[config.mk]
export PLATFORM = sky130hd
export DESIGN_NAME = pwmfd_ctrl
export DESIGN_NICKNAME = d
export VERILOG_FILES = /design/src/design/pwmfd_pkg.sv /design/src/design/pwmfd_ctrl.sv
export SDC_FILE = /design/constraint.sdc
export NUM_CORES = 1
export LEC_CHECK = 0
export ABC_CLOCK_PERIOD_IN_PS = 1000
export BUFFER_PORTS_ARGS = -buffer_cell sky130_fd_sc_hd__buf_4
export CAP_MARGIN = 40
export CORE_AREA = 2 2 39 41
export DETAILED_ROUTE_END_ITERATION = 12
export DIE_AREA = 0 0 41 43
export GPL_TIMING_DRIVEN = 0
export PLACE_DENSITY = 0.49
export SLEW_MARGIN = 20
export SYNTH_ARGS = -nofsm -noshare
export SYNTH_HDL_FRONTEND = slang
export SYNTH_SLANG_ARGS = --single-unit
[constraint.sdc]
create_clock -name aclk -period 1 [get_ports aclk]
set_input_delay 0.2 -clock aclk [delete_from_list [all_inputs] [get_ports aclk]]
set_output_delay 0.2 -clock aclk [all_outputs]
set_load 0.02 [all_outputs]
[src/design/pwmfd_pkg.sv]
// ----------------------------------------------------------------------------
// pwmfd_pkg: shared types and constants
// Item structs, controller/datapath command and status bundles, and frame
// limits for the pulse width Manchester frame decoder.
// ----------------------------------------------------------------------------
package pwmfd_pkg;

    localparam int MaxHalfBits = 78;
    localparam int FrameBits   = 32;
    localparam int MaxSymbols  = 128;

    localparam logic [1:0] StatusOk       = 2'd0;
    localparam logic [1:0] StatusBadCount = 2'd1;
    localparam logic [1:0] StatusOddPar   = 2'd2;

    typedef struct packed {
        logic [14:0] first_duration;
        logic        first_level;
        logic [14:0] second_duration;
        logic        second_level;
        logic        last_symbol;
    } pwmfd_in_t;

    typedef struct packed {
        logic [31:0] frame_word;
        logic [1:0]  decode_status;
    } pwmfd_out_t;

    typedef struct packed {
        logic capture;
        logic take_half;
        logic part_sel;
        logic clr_idx;
        logic finish;
    } pwmfd_cmd_t;

    typedef struct packed {
        logic part_done;
        logic last;
        logic out_free;
    } pwmfd_stat_t;

endpackage

[src/design/pwmfd_ctrl.sv]
// ----------------------------------------------------------------------------
// pwmfd_ctrl: symbol sequencer
// Steps through the two parts of a captured symbol one half-bit a cycle and
// closes the frame on the last symbol.
// ----------------------------------------------------------------------------
module pwmfd_ctrl
    import pwmfd_pkg::*;
(
    input  logic        aclk,
    input  logic        aresetn,
    input  logic        s_valid,
    output logic        s_ready,
    input  pwmfd_stat_t stat,
    output pwmfd_cmd_t  cmd
);

    typedef enum logic [3:0] {
        ST_IDLE  = 4'b0001,
        ST_PART0 = 4'b0010,
        ST_PART1 = 4'b0100,
        ST_FIN   = 4'b1000
    } state_t;

    state_t state_reg, state_next;

    always_ff @(posedge aclk) begin
        if (!aresetn) begin
            state_reg <= ST_IDLE;
        end else begin
            state_reg <= state_next;
        end
    end

    always_comb begin
        state_next = state_reg;
        cmd        = '0;
        s_ready    = 1'b0;
        case (state_reg)
            ST_IDLE: begin
                s_ready = 1'b1;
                if (s_valid) begin
                    cmd.capture = 1'b1;
                    state_next  = ST_PART0;
                end
            end
            ST_PART0: begin
                cmd.take_half = 1'b1;
                cmd.part_sel  = 1'b0;
                if (stat.part_done) begin
                    cmd.clr_idx = 1'b1;
                    state_next  = ST_PART1;
                end
            end
            ST_PART1: begin
                cmd.take_half = 1'b1;
                cmd.part_sel  = 1'b1;
                if (stat.part_done) begin
                    cmd.clr_idx = 1'b1;
                    state_next  = ST_FIN;
                end
            end
            ST_FIN: begin
                // on a last symbol, hold until the result register can take the frame
                if (!stat.last) begin
                    state_next = ST_IDLE;
                end else if (stat.out_free) begin
                    cmd.finish = 1'b1;
                    state_next = ST_IDLE;
                end
            end
            default: begin
                state_next = ST_IDLE;
            end
        endcase
    end

endmodule

### Yosys cells after proc, flatten, opt, wreduce, memory -nomap -nowiden

Index checks and enable logic that the tools add are counted.
W data, S select, Z words.

* register bits: 4
* input port bits: 6
* word-level logic and storage cells: 24

* eq/ne operators: 8
* mux-type cells: 14
* reductions and logical operators: 1

Operators with widths (number)
* $mux W4: 5
* $pmux W4 S4: 1
* $mux W1: 7
* $ne A2 B2 Y1 const B: 3
* $pmux W3 S2: 1
* $eq A4 B1 Y1 const B: 1
* $eq A4 B2 Y1 const B: 1
* $eq A4 B3 Y1 const B: 1
* $eq A4 B4 Y1 const B: 1
* $reduce_and A4 Y1: 1
* $ne A3 B3 Y1 const B: 1

### Longest topological paths before layout

Gate-level depths: netlist of the first run.

* word-level depth: 3
* depth in mapped cells: 4
* depth with buffers taken out: 3

### Worst setup path after synthesis of the first run

No wires, ideal clock.

* kind: register -> output
* from: register state_reg[3]
* to: output cmd[0] (netlist name)
* arrival time: 1311 ps
* data required time: 800 ps
* path slack: -511 ps
* cell stages (with the launch flop): 3
* path buffers: 0
* cell sequence: dfxtp_1 nand3b_1 nor4b_1

RTL lines
* start: declaration: RTL line pwmfd_ctrl.sv:24 `state_t state_reg, state_next;`
* start signal: assignment: RTL line pwmfd_ctrl.sv:30 `state_reg <= state_next;`
* end: declaration: RTL line pwmfd_ctrl.sv:14 `output pwmfd_cmd_t cmd`

==> results of run 1 <==
logic make-up after synthesis:
group	count (synthesis)	synth area share
and+or+nand+nor	14	0.465
buffers and inverters	2	0.0743
AOI/OAI and AO/OA	4	0.109
xor gates and xnor gates	1	0.0347
DFF	4	0.317
worst max path at each step:
stage                     slack [ns]         start     end  cells past startpoint
after global routing           -0.51  state_reg[1]  cmd[1]                      5
after global placement         -0.25  state_reg[1]  cmd[1]                      5
after CTS                      -0.45  state_reg[1]  cmd[1]                      5
after floorplan                -0.29  state_reg[1]  cmd[1]                      4
final                          -0.45  state_reg[1]  cmd[0]                      4
after detailed placement       -0.27  state_reg[1]  cmd[1]                      5
per-stage QoR:
| stage | worst slack [ns] | total power, µW | utilization | instances |
|---|---|---|---|---|
| after global placement | -0.253 | 283 | 0.299 | 52 |
| after floorplan | -0.292 | 243 | - | 25 |
| after global routing | -0.514 | 569 | 0.403 | 64 |
| final | -0.448 | 539 | 0.403 | 64 |
| after CTS | -0.450 | 538 | 0.389 | 62 |
| after detailed placement | -0.269 | 284 | 0.299 | 52 |
layer usage:
metal / wire length (µm) / global-route usage / share of wire
met5: 0 / 0 / 0
met1: 298 / 0.129 / 0.44
met4: 0 / 0.0600 / 0
met2: 348 / 0.153 / 0.51
met3: 32 / 0.0419 / 0.047
Yosys cell counts:
master and count:
sky130_fd_sc_hd__nand2b_1 1, sky130_fd_sc_hd__buf_4 1, sky130_fd_sc_hd__and2_1 2, sky130_fd_sc_hd__nor4b_2 2, sky130_fd_sc_hd__nor3_2 1, sky130_fd_sc_hd__nor2b_1 1, sky130_fd_sc_hd__nor3b_1 1, sky130_fd_sc_hd__o31ai_1 1
sky130_fd_sc_hd__o21a_1 2, sky130_fd_sc_hd__nor4b_1 2, sky130_fd_sc_hd__dfxtp_1 4, sky130_fd_sc_hd__nor4_1 2, sky130_fd_sc_hd__xnor2_1 1, sky130_fd_sc_hd__a21oi_1 1, sky130_fd_sc_hd__and2_2 1, sky130_fd_sc_hd__buf_6 1
sky130_fd_sc_hd__nand3b_1 1
critical path, cell delays in order, from the launching register on:
cell and delay [ns]:
sky130_fd_sc_hd__dfxtp_2 0.31, sky130_fd_sc_hd__buf_6 0.14, sky130_fd_sc_hd__buf_4 0.14, sky130_fd_sc_hd__nor4b_4 0.25
sky130_fd_sc_hd__buf_4 0.18
cell type report:
class	count	area [µm²]
flip-flops and latches	4	92.6
plain buffers	2	18.8
clock buffers	4	26.3
multi-input cells	19	226
fillers	142	826
repair buffers	19	174
well taps	16	20.0
report_power, final:
group	internal [µW]	switching (µW)
registers	162	9.87
clock network	150	67.8
logic	92.1	57.6
total	404	135
repair_timing:
action                     in CTS  in global routing
setup endpoints to repair      10                 10
pin swaps                       5                  2
buffers inserted                6                  2
gates resized for setup         9                  2
==> impl_metrics.xml, run 1 <==
<?xml version="1.0" encoding="UTF-8"?>
<metrics>
  <group name="status">
    <metric name="status" unit="">finished, violations left</metric>
    <metric name="failed_checks" unit="">negative setup slack</metric>
  </group>
  <group name="cells_and_area">
    <metric name="nNetsFinal" unit="">55</metric>
    <metric name="largest_register_ff_count" unit="">4</metric>
    <metric name="post_synthesis_to_final_layout_area_growth" unit="%">121</metric>
    <metric name="most-common-layout-cells" unit="">14 x sky130_fd_sc_hd__buf_4, 6 x sky130_fd_sc_hd__buf_6, 3 x sky130_fd_sc_hd__nor4b_4, 3 x sky130_fd_sc_hd__clkbuf_4, 3 x sky130_fd_sc_hd__dfxtp_4</metric>
    <metric name="num_antenna_cells" unit="">0</metric>
    <metric name="mostFrequentLayoutCell" unit="">sky130_fd_sc_hd__buf_4</metric>
    <metric name="final_area" unit="µm²">558</metric>
    <metric name="final_layout_size_suffix_gt1_frac" unit="">0.771</metric>
  </group>
  <group name="timing">
    <metric name="hold_viol" unit="">0</metric>
    <metric name="grt_setup_unrepaired" unit="">true</metric>
    <metric name="timing.final.ws_setup" unit="ns">-0.448</metric>
    <metric name="maxSlewViolCount" unit="">0</metric>
    <metric name="slew_at_the_pin_with_the_worst_max_slew_slack" unit="ns">0.411</metric>
    <metric name="holdWs" unit="ns">0.167</metric>
    <metric name="setup_viol_count_final" unit="">10</metric>
    <metric name="setup-tns-final" unit="ns">-3.08</metric>
    <metric name="max_freq" unit="MHz">691</metric>
    <metric name="max-slew-margin-rel" unit="">0.724</metric>
    <metric name="period_minus_slack" unit="ns">1.45</metric>
    <metric name="period_share" unit="">1.45</metric>
    <metric name="timing.clock.skew" unit="ns">0.00669</metric>
  </group>
  <group name="yosys">
    <metric name="synth_cells" unit="">25</metric>
    <metric name="yosys_warnings" unit="">0</metric>
    <metric name="syn-mean-instance-area" unit="µm²">10.1</metric>
    <metric name="yosys_register_bits" unit="">4</metric>
    <metric name="synth_cell_type_count" unit="">17</metric>
    <metric name="portion_of_the_post_synthesis_area_used_by_sequential_elements" unit="">0.317</metric>
    <metric name="synth_fp_nets" unit="">31</metric>
    <metric name="yosys.area.top_type" unit="">sky130_fd_sc_hd__dfxtp_1</metric>
    <metric name="synthTopCellsByArea" unit="">sky130_fd_sc_hd__dfxtp_1 32%, sky130_fd_sc_hd__nor4b_2 12%, sky130_fd_sc_hd__nor4b_1 6.9%</metric>
    <metric name="mappedNetlistArea" unit="µm²">253</metric>
    <metric name="post-synth-top-area-fraction" unit="">0.317</metric>
  </group>
  <group name="cts">
    <metric name="ctsHtreeMaxLevel" unit="">1</metric>
    <metric name="tritoncts_num_sinks" unit="">4</metric>
    <metric name="clock_insertion_delay_worst_skew" unit="ns">0.24</metric>
    <metric name="cts_buffers" unit="">3</metric>
    <metric name="cts_hold_buf" unit="">0</metric>
    <metric name="ctsLongestPathBuffers" unit="">2</metric>
    <metric name="clk_pin_slew" unit="ns">0.04</metric>
    <metric name="cts_tree" unit="">built</metric>
    <metric name="clock_tree.root_cell" unit="">sky130_fd_sc_hd__clkbuf_4</metric>
  </group>
  <group name="worst_setup_path">
    <metric name="reg2reg_setup_slack" unit="ns">-0.21</metric>
    <metric name="reg2reg_to" unit="">state_reg[2]</metric>
    <metric name="crit_type" unit="">reg -&gt; out</metric>
    <metric name="critPathLaunchType" unit="">flop</metric>
    <metric name="arrival" unit="ns">1.25</metric>
    <metric name="timing.critical_path.fanout_max" unit="">6</metric>
    <metric name="reg2reg_depth" unit="">6</metric>
    <metric name="data_required_time_of_the_worst_path" unit="ns">0.80</metric>
    <metric name="setup.worst_path.end_class" unit="">output port</metric>
    <metric name="r2r_start" unit="">state_reg[1]</metric>
  </group>
  <group name="route">
    <metric name="drt-wirelength-per-cell" unit="µm">10.6</metric>
    <metric name="drc" unit="">0</metric>
    <metric name="ant_nets" unit="">0</metric>
    <metric name="vias" unit="">278</metric>
    <metric name="vias_per_cell" unit="">4.34</metric>
    <metric name="drtPass1Iterations" unit="">2</metric>
    <metric name="finalWirelength" unit="µm">679</metric>
    <metric name="detail_route.iter0.violations" unit="">2</metric>
  </group>
  <group name="floorplanning">
    <metric name="fp.dieW" unit="µm">41</metric>
    <metric name="io_pins" unit="">12</metric>
    <metric name="die_footprint" unit="µm²">1760</metric>
    <metric name="placementRows" unit="">14</metric>
    <metric name="core_region_area" unit="µm²">1380</metric>
    <metric name="effective_utilization_at_floorplan" unit="">0.183</metric>
    <metric name="dieHeight" unit="µm">43</metric>
  </group>
  <group name="global_routing">
    <metric name="gr-total-overflow" unit="">0</metric>
    <metric name="first_global_vias" unit="">308</metric>
    <metric name="grt_first_pass_wirelength" unit="mm">1.26</metric>
    <metric name="grt_start_max_net_pins" unit="">7</metric>
    <metric name="global_route.usage.total" unit="">0.107</metric>
    <metric name="antenna_found_initial" unit="">0</metric>
  </group>
  <group name="place">
    <metric name="dpl_cell_area" unit="µm²">414</metric>
    <metric name="place.gp.congestion" unit="">0.748</metric>
    <metric name="buffer_ports.inserted" unit="">11</metric>
    <metric name="hpwlAfterDp" unit="µm">496</metric>
  </group>
  <group name="min_path">
    <metric name="min_from" unit="">aresetn</metric>
    <metric name="worstHoldPathType" unit="">in -&gt; reg</metric>
    <metric name="worst_hold_path.num_cells" unit="">2</metric>
    <metric name="whs_endpoint" unit="">state_reg[0]</metric>
  </group>
  <group name="run">
    <metric name="cap_violations" unit="">0</metric>
  </group>
  <group name="power_and_ir_drop">
    <metric name="vdd.ir_drop.worst" unit="µV">310</metric>
    <metric name="p_leak" unit="µW">0.000228</metric>
    <metric name="cellPowerDensity" unit="nW/µm²">965</metric>
  </group>
</metrics>
Power figures use the tool's default switching activity.
==> run 2: changes to the inputs <==
Settings changed: REMOVE_ABC_BUFFERS set to 1.
==> run 2 against run 1 <==
Compared with the run above: the flow still finishes with violations (negative setup slack); clock skew decreased by 0.0023 ns; final area fell by 4.0%; sequential share of layout area is 1.2 points higher; routed wire length grew 4.6%; global-route usage decreased by 1.3 points; combinational power fell by 12%.
==> impl_metrics.xml, run 2 (same netlist as run 1, synthesis figures left out) <==
<?xml version="1.0" encoding="UTF-8"?>
<metrics>
  <group name="status">
    <metric name="status" unit="">finished, violations left</metric>
    <metric name="failed_checks" unit="">negative setup slack</metric>
  </group>
  <group name="timing">
    <metric name="timing.clock.skew" unit="ns">0.00438</metric>
    <metric name="max-slew-margin-rel" unit="">0.824</metric>
    <metric name="period_minus_slack" unit="ns">1.39</metric>
    <metric name="maxSlewViolCount" unit="">0</metric>
    <metric name="grt_setup_unrepaired" unit="">true</metric>
    <metric name="slew_at_the_pin_with_the_worst_max_slew_slack" unit="ns">0.263</metric>
    <metric name="setup_viol_count_final" unit="">10</metric>
    <metric name="period_share" unit="">1.39</metric>
    <metric name="timing.final.ws_setup" unit="ns">-0.388</metric>
    <metric name="holdWs" unit="ns">0.177</metric>
    <metric name="max_freq" unit="MHz">720</metric>
    <metric name="hold_viol" unit="">0</metric>
  </group>
  <group name="worst_setup_path">
    <metric name="cpMaxStageDelayCell" unit="">sky130_fd_sc_hd__dfxtp_4</metric>
    <metric name="critical_path_capture_point" unit="">cmd[4]</metric>
    <metric name="critPathLaunchType" unit="">flop</metric>
    <metric name="crit_type" unit="">reg -&gt; out</metric>
    <metric name="crit_family" unit="">simple AND/OR/NAND/NOR gates</metric>
    <metric name="worstPathCellList" unit="">nor4b_4 -&gt; and2_4 -&gt; buf_6</metric>
    <metric name="data_required_time_of_the_worst_path" unit="ns">0.80</metric>
    <metric name="arrival" unit="ns">1.19</metric>
    <metric name="reg2reg_setup_slack" unit="ns">-0.14</metric>
    <metric name="instance_count_on_the_critical_path" unit="">3</metric>
    <metric name="r2r_start" unit="">state_reg[2]</metric>
    <metric name="setup.worst_path.end_class" unit="">output port</metric>
    <metric name="reg2reg_depth" unit="">4</metric>
    <metric name="timing.critical_path.fanout_max" unit="">3</metric>
    <metric name="timing.critical_path.buf_inv" unit="">1</metric>
    <metric name="worst_path_max_stage_delay" unit="ns">0.37</metric>
    <metric name="timing.critical_path.from" unit="">state_reg[2]</metric>
    <metric name="reg2reg_to" unit="">state_reg[0]</metric>
  </group>
  <group name="floorplanning">
    <metric name="io_pins" unit="">12</metric>
    <metric name="effective_utilization_at_floorplan" unit="">0.183</metric>
    <metric name="placementRows" unit="">14</metric>
    <metric name="dieHeight" unit="µm">43</metric>
    <metric name="die_footprint" unit="µm²">1760</metric>
    <metric name="fp.dieW" unit="µm">41</metric>
    <metric name="core_region_area" unit="µm²">1380</metric>
  </group>
  <group name="cells_and_area">
    <metric name="nNetsFinal" unit="">53</metric>
    <metric name="post_synthesis_to_final_layout_area_growth" unit="%">112</metric>
    <metric name="final_layout_size_suffix_gt1_frac" unit="">0.756</metric>
    <metric name="final-instance-count-excl-fill" unit="">61</metric>
    <metric name="mostFrequentLayoutCell" unit="">sky130_fd_sc_hd__buf_4</metric>
    <metric name="final_core_utilization" unit="">0.387</metric>
    <metric name="most-common-layout-cells" unit="">13 x sky130_fd_sc_hd__buf_4, 6 x sky130_fd_sc_hd__buf_6, 4 x sky130_fd_sc_hd__dfxtp_4</metric>
    <metric name="largest_register_ff_count" unit="">4</metric>
    <metric name="num_antenna_cells" unit="">0</metric>
  </group>
  <group name="route">
    <metric name="ant_nets" unit="">0</metric>
    <metric name="drt-wirelength-per-cell" unit="µm">11.6</metric>
    <metric name="drc" unit="">0</metric>
    <metric name="vias" unit="">281</metric>
    <metric name="finalWirelength" unit="µm">710</metric>
    <metric name="vias_per_cell" unit="">4.61</metric>
    <metric name="drtPass1Iterations" unit="">4</metric>
    <metric name="detail_route.iter0.violations" unit="">4</metric>
  </group>
  <group name="global_routing">
    <metric name="first_global_vias" unit="">252</metric>
    <metric name="global_route.usage.total" unit="">0.0934</metric>
    <metric name="gr-total-overflow" unit="">0</metric>
    <metric name="antenna_found_initial" unit="">0</metric>
    <metric name="grt_start_max_net_pins" unit="">7</metric>
    <metric name="grt_first_pass_wirelength" unit="mm">1.07</metric>
  </group>
  <group name="cts">
    <metric name="ctsHtreeMaxLevel" unit="">1</metric>
    <metric name="cts_hold_buf" unit="">0</metric>
    <metric name="cts_tree" unit="">built</metric>
    <metric name="clk_pin_slew" unit="ns">0.04</metric>
    <metric name="clock_insertion_delay_worst_skew" unit="ns">0.23</metric>
    <metric name="cts_buffers" unit="">3</metric>
    <metric name="tritoncts_num_sinks" unit="">4</metric>
    <metric name="ctsLongestPathBuffers" unit="">2</metric>
    <metric name="clock_tree.root_cell" unit="">sky130_fd_sc_hd__clkbuf_4</metric>
  </group>
  <group name="place">
    <metric name="pre_cts_slack" unit="ns">-0.330</metric>
    <metric name="post-place-cells" unit="">50</metric>
    <metric name="hpwlAfterDp" unit="µm">426</metric>
    <metric name="place.gp.congestion" unit="">0.625</metric>
    <metric name="buffer_ports.inserted" unit="">11</metric>
  </group>
  <group name="power_and_ir_drop">
    <metric name="cellPowerDensity" unit="nW/µm²">931</metric>
    <metric name="vdd.ir_drop.worst" unit="µV">469</metric>
    <metric name="total_power" unit="µW">499</metric>
    <metric name="p_leak" unit="µW">0.000207</metric>
  </group>
  <group name="run">
    <metric name="cap_violations" unit="">0</metric>
  </group>
  <group name="min_path">
    <metric name="worstHoldPathType" unit="">in -&gt; reg</metric>
  </group>
</metrics>
-- run 2: cell count changes in the layout (fill, tap and decap cells not counted), sizes merged --
cell / change
buf: -2
clkbuf: -1
-- run 2: cell type report --
cell class | instances | area, µm²
flip-flops and latches | 4 | 95.1
multi-input cells | 19 | 233
fillers | 130 | 848
repair buffers | 19 | 165
well taps | 16 | 20.0
clock buffers | 3 | 22.5
-- run 2: where the power goes --
group | switching, µW | internal [µW]
Clock | 58.9 | 134
Sequential | 13.5 | 161
Combinational | 53.4 | 78.3
Total | 126 | 373
-- run 2: routing by layer --
metal  vias up  share of wire  track usage
met5         -              0            0
met3         0          0.068       0.0157
met2        10           0.53        0.119
met1       135           0.40        0.119
met4         0              0        0.100
li1        136              -            -
-- run 2: timing repair --
action                                  in CTS  in global routing
setup buffers                                4                  4
pin swaps                                    3                  7
endpoints found under the setup margin      10                 10
gates resized for setup                     13                 12
-- run 2: through the flow --
step	instance area (µm²)	setup TNS, ns
after floorplan	234	-2.90
after global placement	337	-1.70
after detailed placement	337	-1.90
after CTS	438	-2.66
after global routing	536	-3.27
final	536	-2.52
-- run 2: how the worst min path moves through the flow --
stage                 start            to  depth (start not counted)
detailed placement  aresetn  state_reg[0]                          2
CTS                 aresetn  state_reg[0]                          2
finish              aresetn  state_reg[0]                          2
global route        aresetn  state_reg[0]                          2
floorplan           aresetn  state_reg[0]                          1
global placement    aresetn  state_reg[0]                          2
