===== config.mk =====
export PLATFORM = sky130hd
export DESIGN_NAME = pwmfd_dpath
export DESIGN_NICKNAME = d
export VERILOG_FILES = /design/src/design/pwmfd_pkg.sv /design/src/design/pwmfd_dpath.sv
export SDC_FILE = /design/constraint.sdc
export NUM_CORES = 1
export LEC_CHECK = 0
export ABC_AREA = 1
export BUFFER_PORTS_ARGS = -buffer_cell sky130_fd_sc_hd__buf_2
export CAP_MARGIN = 0
export CORE_MARGIN = 3
export CORE_UTILIZATION = 64
export CTS_BUF_LIST = sky130_fd_sc_hd__clkbuf_2
export CTS_CLUSTER_SIZE = 12
export DETAILED_ROUTE_END_ITERATION = 10
export HOLD_SLACK_MARGIN = 0.15
export PLACE_DENSITY = 0.88
export SKIP_CTS_REPAIR_TIMING = 1
export SLEW_MARGIN = 20
export SYNTH_ARGS = -nofsm -noshare
export SYNTH_HDL_FRONTEND = slang
export SYNTH_SLANG_ARGS = --single-unit

===== constraint.sdc =====
create_clock -name aclk -period 4.75 [get_ports aclk]
set_input_delay 0.475 -clock aclk [delete_from_list [all_inputs] [get_ports aclk]]
set_output_delay 0.475 -clock aclk [all_outputs]
set_load 0.01 [all_outputs]

===== src/design/pwmfd_pkg.sv =====
// ----------------------------------------------------------------------------
// pwmfd_pkg: shared types and constants
// Item structs, controller/datapath command and status bundles, and frame
// limits for the pulse width Manchester frame decoder.
// ----------------------------------------------------------------------------
package pwmfd_pkg;

    localparam int MaxHalfBits = 78;
    localparam int FrameBits   = 32;
    localparam int MaxSymbols  = 128;

    localparam logic [1:0] StatusOk       = 2'd0;
    localparam logic [1:0] StatusBadCount = 2'd1;
    localparam logic [1:0] StatusOddPar   = 2'd2;

    typedef struct packed {
        logic [14:0] first_duration;
        logic        first_level;
        logic [14:0] second_duration;
        logic        second_level;
        logic        last_symbol;
    } pwmfd_in_t;

    typedef struct packed {
        logic [31:0] frame_word;
        logic [1:0]  decode_status;
    } pwmfd_out_t;

    typedef struct packed {
        logic capture;
        logic take_half;
        logic part_sel;
        logic clr_idx;
        logic finish;
    } pwmfd_cmd_t;

    typedef struct packed {
        logic part_done;
        logic last;
        logic out_free;
    } pwmfd_stat_t;

endpackage


===== src/design/pwmfd_dpath.sv =====
// ----------------------------------------------------------------------------
// pwmfd_dpath: decoder datapath
// Symbol capture, half-bit pairing, frame shift register, status check and
// the result register.
// ----------------------------------------------------------------------------
module pwmfd_dpath
    import pwmfd_pkg::*;
(
    input  logic        aclk,
    input  logic        aresetn,
    input  pwmfd_in_t   s_data,
    input  pwmfd_cmd_t  cmd,
    output pwmfd_stat_t stat,
    output logic        m_valid,
    input  logic        m_ready,
    output pwmfd_out_t  m_data
);

    // half-bits in one part of the given duration
    function automatic logic [2:0] halves_for(input logic [14:0] d);
        logic [2:0] n;
        if (d >= 15'd350 && d <= 15'd650) begin
            n = 3'd1;
        end else if (d >= 15'd850 && d <= 15'd1150) begin
            n = 3'd2;
        end else if (d < 15'd750) begin
            n = 3'd1;
        end else if (d < 15'd1250) begin
            n = 3'd2;
        end else if (d < 15'd1750) begin
            n = 3'd3;
        end else begin
            n = 3'd4;
        end
        return n;
    endfunction

    pwmfd_in_t   sym_reg;
    logic        active_reg, active_next;
    logic [2:0]  idx_reg, idx_next;
    logic [6:0]  hb_reg, hb_next;
    logic        pend_reg, pend_next;
    logic        start_reg, start_next;
    logic [31:0] shift_reg, shift_next;
    logic [5:0]  dbc_reg, dbc_next;
    logic [7:0]  sym_cnt_reg, sym_cnt_next;
    logic        m_valid_reg, m_valid_next;
    pwmfd_out_t  m_data_reg, m_data_next;

    logic [14:0] dur;
    logic        lvl;
    logic        part_act;
    logic [2:0]  n_halves;
    logic [1:0]  status;

    assign dur      = cmd.part_sel ? sym_reg.second_duration : sym_reg.first_duration;
    assign lvl      = cmd.part_sel ? sym_reg.second_level : sym_reg.first_level;
    assign part_act = active_reg && (dur != 15'd0);
    assign n_halves = halves_for(dur);

    assign stat.part_done = !part_act || ((idx_reg + 3'd1) == n_halves);
    assign stat.last      = sym_reg.last_symbol;
    assign stat.out_free  = !m_valid_reg || m_ready;

    always_comb begin
        if (dbc_reg != 6'(FrameBits)) begin
            status = StatusBadCount;
        end else if (^shift_reg) begin
            status = StatusOddPar;
        end else begin
            status = StatusOk;
        end
    end

    always_comb begin
        active_next  = active_reg;
        idx_next     = idx_reg;
        hb_next      = hb_reg;
        pend_next    = pend_reg;
        start_next   = start_reg;
        shift_next   = shift_reg;
        dbc_next     = dbc_reg;
        sym_cnt_next = sym_cnt_reg;
        m_valid_next = m_valid_reg && !m_ready;
        m_data_next  = m_data_reg;

        if (cmd.capture) begin
            // symbols past the limit still close the frame but add nothing
            active_next = (sym_cnt_reg < 8'(MaxSymbols));
            if (sym_cnt_reg < 8'(MaxSymbols)) begin
                sym_cnt_next = sym_cnt_reg + 8'd1;
            end
            idx_next = 3'd0;
        end

        if (cmd.take_half) begin
            idx_next = idx_reg + 3'd1;
            if (part_act && (hb_reg < 7'(MaxHalfBits))) begin
                hb_next = hb_reg + 7'd1;
                if (!hb_reg[0]) begin
                    pend_next = lvl;
                end else if ((dbc_reg < 6'(FrameBits)) && (pend_reg != lvl)) begin
                    if (!start_reg) begin
                        start_next = pend_reg;
                    end else begin
                        shift_next = {shift_reg[30:0], pend_reg};
                        dbc_next   = dbc_reg + 6'd1;
                    end
                end
            end
        end

        if (cmd.clr_idx) begin
            idx_next = 3'd0;
        end

        if (cmd.finish) begin
            m_valid_next             = 1'b1;
            m_data_next.decode_status = status;
            m_data_next.frame_word   = (status == StatusOk) ? shift_reg : 32'd0;
            // clear for the next frame
            hb_next      = 7'd0;
            pend_next    = 1'b0;
            start_next   = 1'b0;
            shift_next   = 32'd0;
            dbc_next     = 6'd0;
            sym_cnt_next = 8'd0;
        end
    end

    always_ff @(posedge aclk) begin
        if (cmd.capture) begin
            sym_reg <= s_data;
        end
        m_data_reg <= m_data_next;
    end

    always_ff @(posedge aclk) begin
        if (!aresetn) begin
            active_reg  <= 1'b0;
            idx_reg     <= 3'd0;
            hb_reg      <= 7'd0;
            pend_reg    <= 1'b0;
            start_reg   <= 1'b0;
            shift_reg   <= 32'd0;
            dbc_reg     <= 6'd0;
            sym_cnt_reg <= 8'd0;
            m_valid_reg <= 1'b0;
        end else begin
            active_reg  <= active_next;
            idx_reg     <= idx_next;
            hb_reg      <= hb_next;
            pend_reg    <= pend_next;
            start_reg   <= start_next;
            shift_reg   <= shift_next;
            dbc_reg     <= dbc_next;
            sym_cnt_reg <= sym_cnt_next;
            m_valid_reg <= m_valid_next;
        end
    end

    assign m_valid = m_valid_reg;
    assign m_data  = m_data_reg;

endmodule


# Yosys cells after proc, flatten, opt, wreduce, memory -nomap -nowiden
# Cells that the tools add are included.
# W data, S select, Z words.
[word_totals]
regBits = 127
in_bits = 41
out_inout_bits = 38
wordCells = 70
[op_classes]
add_sub_neg = 4
magnitude_cmp = 10
eq_ne = 3
muxes = 13
bitwise = 2
reduce_logical = 22
[ops]
columns = ["op", "n"]
rows = [
  ["$reduce_xor A32 Y1", 1],
  ["$lt A15 B11 Y1 const B", 2],
  ["$mux W3", 7],
  ["$ge A15 B10 Y1 const B", 1],
  ["$ge A15 B9 Y1 const B", 1],
  ["$le A15 B10 Y1 const B", 1],
  ["$le A15 B11 Y1 const B", 1],
  ["$lt A15 B10 Y1 const B", 1],
  ["$mux W15", 1],
  ["$reduce_bool A15 Y1", 1],
  ["$add A8 B1 Y8 const B", 1],
  ["$lt A8 B8 Y1 const B", 1],
  ["$add A7 B1 Y7 const B", 1],
  ["$lt A7 B7 Y1 const B", 1],
  ["$add A6 B1 Y6 const B", 1],
  ["$logic_and A1 B1 Y1", 6],
  ["$lt A6 B6 Y1 const B", 1],
  ["$ne A6 B6 Y1 const B", 1],
  ["$reduce_and A5 Y1", 1],
  ["$mux W2", 2],
  ["$reduce_and A2 Y1", 2],
  ["$reduce_and A4 Y1", 1],
  ["$reduce_or A2 Y1", 2],
  ["$add A3 B1 Y3 const B", 1],
  ["9 further kinds", 15],
]

# Longest topological paths before layout
# Gate-level depths: netlist of the first run.
[logic_depth]
depth_word = 9
mapped_depth = 16
mapped_depth_nobuf = 16

# Least setup slack after synthesis of the first run
# No wires, ideal clock.
[synth_timing]
path_kind = "input -> output"
startpoint = "input cmd[2] in the netlist's numbering"
endpoint = "output stat[2] in the netlist's numbering"
arrival_time_ns = 1.608
t_required_ns = 4.275
slack_ns = 2.667
cell_stages = 14
path_buffers = 1
cell_sequence = "inv_2 -> buf_6 -> nand2_1 -> nand2_1 -> nor2_1 -> nand2_1 -> nand3_1 -> a21oi_1 -> nand2_1 -> nand2_1 -> nand2_1 -> inv_1 -> nand3_1 -> nand2_1"
[synth_rtl]
columns = ["item", "line", "text"]
rows = [
  ["start, declared", "pwmfd_dpath.sv:12", "input pwmfd_cmd_t cmd,"],
  ["end, declared", "pwmfd_dpath.sv:13", "output pwmfd_stat_t stat,"],
]

==> flow_summary.json, run 1 <==
{
  "outcome": "finished, final reports clean",
  "finalCritPeriodShare_pct": 63.9,
  "worst_slew_pin_slew_ps": 820,
  "route.detailed.drc": 0,
  "syn_inst": 670,
  "antenna_found_initial": 0,
  "synthSimpleGateAreaFrac_pct": 22.4,
  "netSwitchingFraction_pct": 23.9,
  "powerDensity_nw_per_um2": 317,
  "cp-end-kind": "output port",
  "synth-compound-area-share_pct": 6.48,
  "cts_tree": "done",
  "critPathKind": "reg2out",
  "slew_violations": 0,
  "grt_setup_unrepaired": "false",
  "dieArea_um2": 10100,
  "wl_per_cell_um": 14.5,
  "grt_pass1_vias": 4249,
  "grt_pass1_wl_mm": 19.0,
  "htree_num_levels": 4,
  "timing.fmax_mhz": 329,
  "cap_violations": 0,
  "worstPathArrival_ps": 2560,
  "finalCriticalPeriod_ps": 3040,
  "yosys.area_share.adder_pct": 1.09,
  "crit_required_ps": 4280,
  "die_y_um": 101,
  "initial_core_util_pct": 67.8,
  "ir_drop_mv": 0.208,
  "largest_reg_flops": 34,
  "clock_latency_ps": 670,
  "finish.utilization_pct": 80.8,
  "fin_nets": 830,
  "via_per_inst": 5.34,
  "p_int_mw": 1.65,
  "final_cell_mix": "nand2_1, nor2_1, inv_1",
  "fin_tns_setup_ps": 0,
  "ant_nets": 0,
  "synth-xor-area-share_pct": 5.34,
  "startpoint_type": "flip-flop",
  "fin_worst_skew_ps": 33.8,
  "area.growth.synth_to_final_pct": 19.3,
  "path_clk_slew_ps": 200,
  "ys_seq_elements": 127,
  "clock-sinks": 127,
  "min_path_type": "in2reg",
  "hpwl_mm": 7.99,
  "synth_cell_type_count": 26,
  "yosys_warnings": 0,
  "routed_wl_mm": 13.1,
  "cts-root-buf": "clkbuf_2",
  "synth_fp_nets": 716,
  "dr.pass1.iters": 5,
  "relSlewSlack_pct": 45.3,
  "overflow": 0,
  "vias": 4818,
  "track_usage_pct": 23.6,
  "num_rows": 33,
  "switching_power_mw": 0.520,
  "ios": 79,
  "clockPowerShare_pct": 37.2,
  "synth_top_family_by_area": "simple AND/OR/NAND/NOR gates",
  "clockBufferDepth": 2,
  "share_comb_of_total_power_pct": 7.2,
  "p_leak_nw": 2.85,
  "timing.final.hold_violations": 0,
  "numCtsBuffers": 17,
  "avgSynthCellArea_um2": 8.56,
  "fillCellCount": 499,
  "core_area_um2": 8460,
  "crit_fanout": 4,
  "layout-drive-gt1-share_pct": 15.2,
  "drtIter0Drc": 332,
  "place.gp.congestion": 0.910,
  "portBuffers": 78,
  "register_area_um2": 3210,
  "die_w_um": 101,
  "sequentialPowerShare_pct": 55.6,
  "syn-cell-area_um2": 5740,
  "synthMuxAreaShare_pct": 0,
  "synth.yosys.seq_area_share_pct": 56.0,
  "multi_input_area_um2": 2040,
  "final_common_cell": "nand2_1",
  "setup_viol_count_final": 0,
  "grt_max_degree": 42
}
==> Yosys cell counts <==
cell type,n,area share (%)
nand2_1,132,8.6
nor2_1,106,6.9
inv_1,92,6.0
edfxtp_1,67,35
dfxtp_1,60,21
nor3_1,41,3.6
o21ai_0,33,2.9
a21oi_1,23,2.0
xnor2_1,21,3.2
nand3_1,20,1.7
o21ai_1,15,1.3
xor2_1,14,2.1
clkbuf_1,9,0.59
buf_2,6,0.52
buf_4,6,0.79
ha_1,5,1.1
nand4_1,4,0.44
buf_6,3,0.59
inv_2,3,0.20
nor3b_1,3,0.39
nand3b_1,2,0.26
a211oi_1,1,0.13
nand3_2,1,0.17
nor4_1,1,0.11
o21ai_2,1,0.15
or2_2,1,0.11
==> worst max-delay path, cell delays in order, from the launching register on <==
cell	delay, ps
edfxtp_1	430
inv_1	60
nand2_1	60
o21ai_0	300
nand3b_1	190
nor2_1	140
nand2_1	60
nand2_1	150
nand2_1	90
nand2_1	90
nand2_1	50
inv_1	40
nand3_1	50
nand2_1	60
buf_2	130
==> power by group through the flow <==
stage	clock network, mW	registers [mW]	logic, mW
global route	0.862	1.21	0.173
finish	0.809	1.21	0.156
floorplan	0	1.23	0.0664
CTS	0.806	1.21	0.126
global placement	0	1.23	0.118
detailed placement	0	1.23	0.125
==> final cells by class <==
cell class / count / area share [%]
inverter: 95 / 5.21
antenna: 1 / 0.0366
multi-input combinational: 424 / 29.8
timing repair buffer: 119 / 11.6
clock inverter: 15 / 3.18
clock buffer: 17 / 1.24
sequential: 127 / 47.0
tap: 105 / 1.92
==> logic make-up (layout without fill, tap and decap cells) <==
kind of cell,after synthesis,count (layout)
and+or+nand+nor,311,311
DFF,127,127
buffers and inverters,119,246
AOI/OAI and AO/OA,73,73
xor gates and xnor gates,35,35
adders and majority gates,5,5
other,0,1
==> final timing paths <==
| path | start | to | slack [ps] | cells past startpoint |
|---|---|---|---|---|
| worst min register to register | dbc_reg[4] | dbc_reg[4] | 500 | 2 |
| worst min-delay path | cmd[4] | sym_reg[16] | 410 | 1 |
| worst max-delay path | sym_reg[16] | stat[2] | 1710 | 14 |
| worst max register to register | hb_reg[1] | shift_reg[14] | 2210 | 10 |
==> metal layers <==
metal	vias up	track usage, %	wire, µm	share of wire [%]
li1	2376	-	-	-
met1	2220	28.7	5200	40
met2	180	41.4	6760	52
met3	42	5.54	745	5.7
met4	0	7.56	374	2.9
met5	-	0	0	0
==> through the flow <==
step	power, mW	std cells	hold slack, ps	worst slack [ps]	area (µm²)
after global routing	2.24	902	359	1420	6840
after detailed placement	1.35	831	464	1870	6140
after floorplan	1.30	670	440	2670	5740
final	2.17	903	415	1710	6840
after global placement	1.35	831	450	1700	6140
after CTS	2.14	863	-46.4	1760	6440
Note: power is estimated with default switching activity, not from simulation.
==> run 2, diff against run 1 <==
Settings changed: ABC_AREA 1 to 0, CORE_UTILIZATION 64 to 59, PLACE_DENSITY 0.88 to 0.82.
Clock period 4.75 ns to 3.05 ns, I/O delays scaled along.
==> flow_summary.json, run 2 <==
{
  "num_rows": 34,
  "async_reset_ff_share_pct": 0,
  "grt_setup_unrepaired": "true",
  "finish.utilization_pct": 75.4,
  "clockBufferDepth": 2,
  "grt_pass1_wl_mm": 15.5,
  "slowest_stage": "or4_1",
  "grt_pass1_vias": 3518,
  "antenna_cells": 0,
  "place.gp.congestion": 0.774,
  "vias": 3925,
  "wl_per_cell_um": 15.0,
  "area.growth.synth_to_final_pct": 23.2,
  "critPathBufInv": 1,
  "final_common_cell": "nor2_1",
  "ir_drop_mv": 0.295,
  "final_cell_mix": "nor2_1, buf_2, edfxtp_1",
  "htree_num_levels": 4,
  "netlist_top_cells_count": "nor2_1, edfxtp_1, dfxtp_1, nand2_1, mux2i_1",
  "synth-main-ff-cell": "edfxtp_1",
  "wl_met3_um": 609,
  "slowest_delay_ps": 510,
  "finalCriticalPeriod_ps": 3120,
  "highest_layer": "met4",
  "cts-root-buf": "clkbuf_2",
  "clock_latency_ps": 670,
  "worst_slew_pin_slew_ps": 646,
  "powerDensity_nw_per_um2": 511,
  "synth_fp_nets": 524,
  "route.detailed.drc": 0,
  "finalPower_mw": 3.38,
  "overflow": 0,
  "via_per_inst": 5.42,
  "p_leak_nw": 2.53,
  "avgSynthCellArea_um2": 11.2,
  "layout-drive-gt1-share_pct": 20.5,
  "critPathKind": "reg2out",
  "met1_length_mm": 4.23,
  "path_clk_slew_ps": 210,
  "setup_viol_count_final": 1,
  "dieArea_um2": 10300,
  "violations": "negative setup slack",
  "grt_max_degree": 53,
  "drtIter0Drc": 138,
  "synth.yosys.seq_area_share_pct": 59.9,
  "min_path_type": "in2reg",
  "antenna_found_initial": 0,
  "clock-sinks": 127,
  "largest_reg_flops": 34,
  "cts_tree": "done",
  "crit_fanout": 3,
  "portBuffers": 78,
  "crit_family": "simple AND/OR/NAND/NOR gates",
  "routed_wl_mm": 10.9,
  "hpwl_mm": 6.46,
  "wl_met2_mm": 5.81,
  "initial_core_util_pct": 61.2,
  "startpoint_type": "flip-flop",
  "cap_violations": 0,
  "worstPathCellList": "or4_1 > or4_4 > a211o_4 > nand2_2 > a21oi_1 > o211ai_1 > buf_2",
  "fin_nets": 649,
  "cp-end-kind": "output port",
  "synth_cell_type_count": 48,
  "die_w_um": 101,
  "dr.pass1.iters": 8,
  "ios": 79,
  "ys_seq_elements": 127,
  "worstPathArrival_ps": 2810,
  "core_area_um2": 8760,
  "timing.fmax_mhz": 321,
  "outcome": "complete, but fails checks",
  "yosys_warnings": 0,
  "yosysMostFrequentCell": "nor2_1",
  "slew_violations": 0,
  "yosys.area.top_type": "edfxtp_1",
  "setup_slack_ps": -66.8,
  "die_y_um": 101,
  "finalCritPeriodShare_pct": 102,
  "syn-cell-area_um2": 5360,
  "ys_top_cells_by_area": "edfxtp_1, dfxtp_1, mux2i_1",
  "numCtsBuffers": 17,
  "synth_top_area_share_pct": 37.5,
  "relSlewSlack_pct": 56.8,
  "timing.final.hold_violations": 0,
  "synth_edf_count": 67,
  "crit_required_ps": 2740,
  "track_usage_pct": 19.0,
  "fin_worst_skew_ps": 35.4,
  "syn_inst": 478,
  "ant_nets": 0
}
-- run 2: changes by cell type in the layout (fill, tap and decap cells not counted), sizes merged, moves of 6 or more --
| cell | delta |
|---|---|
| xnor2 | +16 |
| nand3 | -12 |
| a21oi | -8 |
| o21ai | -42 |
| inv | -81 |
| buf | +6 |
| nor2 | -15 |
| a31oi | +6 |
| nand2 | -90 |
| nor3 | -35 |
| mux2i | +39 |
-- run 2: cells by family after synthesis --
family	count (synthesis)	share of synthesized area (%)
simple gates	184	15.7
fa+ha+maj	5	1.17
buf+inv	32	2.78
compound gates	45	5.62
mux	39	7.28
flops	127	59.9
xor+xnor	46	7.51
-- run 2: final cells by class --
class,count,area (µm²)
clock buffers,17,85.1
clock inverters,15,234
fillers,572,2150
inverters,12,45.0
multi-input cells,319,2030
flip-flops and latches,127,3210
well taps,108,135
repair buffers,126,871
-- run 2: stage by stage --
stage	setup slack, ps	hold slack [ps]	TNS [ps]	cell area, µm²	instances
6_report	-66.8	174	-66.8	6610	724
4_1_cts	-234	-214	-234	6160	682
3_3_place_gp	490	442	0	5840	650
5_1_grt	-188	170	-188	6610	724
3_5_place_dp	377	450	0	5840	650
2_1_floorplan	749	404	0	5360	478
-- run 2: worst min-delay path: stages --
cell	delay, ps
buf_2	110
nor2b_1	210
o21a_1	210
-- run 2: routing by layer --
layer,vias to the layer above,GRT usage (%)
met1,1847,22.9
met2,142,33.0
met4,0,7.26
met5,-,0
met3,20,4.34
li1,1916,-
-- run 2: path summary, 6_finish.rpt --
path,from,to,slack [ps],cells past startpoint
setup / recovery,sym_reg[23],stat[2],-70,7
setup reg to reg,sym_reg[23],shift_reg[23],490,7
hold / removal,cmd[4],active_reg,170,3
hold reg to reg,hb_reg[6],hb_reg[6],500,1
-- run 2: power by group --
part | total, mW | switching (mW) | internal [mW] | leakage [nW]
clock network | 1.31 | 0.671 | 0.635 | 0.179
logic | 0.193 | 0.100 | 0.0930 | 1.18
registers | 1.88 | 0.0286 | 1.85 | 1.17
total | 3.38 | 0.800 | 2.58 | 2.53
==> run 3, diff against run 2 <==
Settings changed: CORE_UTILIZATION 59 to 30, PLACE_DENSITY 0.82 to not set.
==> flow_summary.json, run 3 (same netlist as run 2, synthesis figures left out) <==
{
  "ant_nets": 0,
  "core_area_um2": 17400,
  "path_clk_slew_ps": 180,
  "fin_nets": 651,
  "final_cell_mix": "nor2_1, buf_2, edfxtp_1",
  "timing.fmax_mhz": 317,
  "hpwl_mm": 7.23,
  "clockBufferDepth": 2,
  "outcome": "complete, but fails checks",
  "r2r-start": "sym_reg[23]",
  "route.detailed.drc": 0,
  "critical_path.startpoint": "sym_reg[23]",
  "clock-sinks": 127,
  "ir_drop_mv": 0.268,
  "dp_slack_ps": 463,
  "cp-end-kind": "output port",
  "slew_violations": 0,
  "area.growth.synth_to_final_pct": 25.1,
  "fillCellCount": 1732,
  "antenna_found_initial": 0,
  "wl_per_cell_um": 12.7,
  "die_y_um": 140,
  "whs_ps": 310,
  "cap_violations": 0,
  "ios": 79,
  "violations": "negative setup slack",
  "crit_fanout": 2,
  "grt_setup_unrepaired": "true",
  "relSlewSlack_pct": 42.3,
  "grt_max_degree": 45,
  "layout-drive-gt1-share_pct": 20.7,
  "overflow": 0,
  "setup_viol_count_final": 1,
  "track_usage_pct": 11.0,
  "setup_slack_ps": -100,
  "worstPathArrival_ps": 2850,
  "final_common_cell": "nor2_1",
  "startpoint_type": "flip-flop",
  "drtIter0Drc": 146,
  "p_leak_nw": 2.49,
  "fin_tns_setup_ps": -100,
  "register_area_um2": 3210,
  "dieArea_um2": 19500,
  "min_from": "s_data[25]",
  "finalCriticalPeriod_ps": 3150,
  "place.gp.congestion": 0.745,
  "vias": 3799,
  "worst_slew_pin_slew_ps": 861,
  "powerDensity_nw_per_um2": 468,
  "cts-root-buf": "clkbuf_2",
  "critPathKind": "reg2out",
  "numCtsBuffers": 17,
  "num_rows": 48,
  "fin_worst_skew_ps": 31.4,
  "grt_pass1_vias": 3592,
  "multi_input_area_um2": 2040,
  "die_w_um": 140,
  "antenna_cells": 0,
  "initial_core_util_pct": 30.8,
  "timing.final.hold_violations": 0,
  "min_path_type": "in2reg",
  "dr.pass1.iters": 4,
  "cts_tree": "done",
  "finalCritPeriodShare_pct": 103,
  "via_per_inst": 4.51,
  "crit_required_ps": 2740,
  "grt_pass1_wl_mm": 17.2,
  "clock_latency_ps": 690,
  "routed_wl_mm": 10.7,
  "htree_num_levels": 4,
  "largest_reg_flops": 34,
  "finalPower_mw": 3.14,
  "portBuffers": 78
}
[run 3: cell count changes in the layout (fill, tap and decap cells not counted), moves of 2 or more]
cell           previous run  this run
clkbuf_2                 17        20
clkinv_4                  5         0
clkinv_2                  0         2
inv_6                     2         0
clkinvlp_4                1         5
dlygate4sd3_1            40        42
bufinv_16                 5         3
[run 3: worst paths after layout]
path	depth (start not counted)	slack, ps	end
hold reg to reg	1	500	start_reg
setup / recovery	7	-100	stat[2]
hold / removal	2	310	sym_reg[25]
setup reg to reg	7	640	hb_reg[1]
[run 3: final cells by class]
type	instances	share of cell area, %
multi-input combinational	319	30.4
timing repair buffer	128	13.2
tap	225	4.20
sequential	127	47.9
clock inverter	12	2.16
clock buffer	20	1.49
inverter	12	0.672
[run 3: routing by layer]
metal	global-route usage (%)	part of all wire [%]	vias to the layer above
met4	4.59	1.6	0
met3	4.71	6.1	20
met2	17.0	48	110
met1	13.4	45	1743
li1	-	-	1926
met5	0	0	-
[run 3: per-stage QoR]
step / util (%) / instances / instance area (µm²)
2_1_floorplan: - / 478 / 5360
3_5_place_dp: 34.5 / 767 / 6000
6_report: 38.5 / 843 / 6710
5_1_grt: 38.5 / 843 / 6710
4_1_cts: 35.9 / 799 / 6250
3_3_place_gp: 34.5 / 767 / 6000
[run 3: critical path, cell delays in order (launching register included)]
cell      delay [ps]
edfxtp_1         430
or4_4            510
or4_4            460
a211o_4          350
nand2_2           70
a21oi_2           30
o211ai_1         130
buf_2            190
[run 3: report_power, final]
group | switching, mW | total [mW] | internal (mW)
clock network | 0.612 | 1.07 | 0.456
logic | 0.0983 | 0.194 | 0.0954
registers | 0.0274 | 1.88 | 1.85
total | 0.738 | 3.14 | 2.40
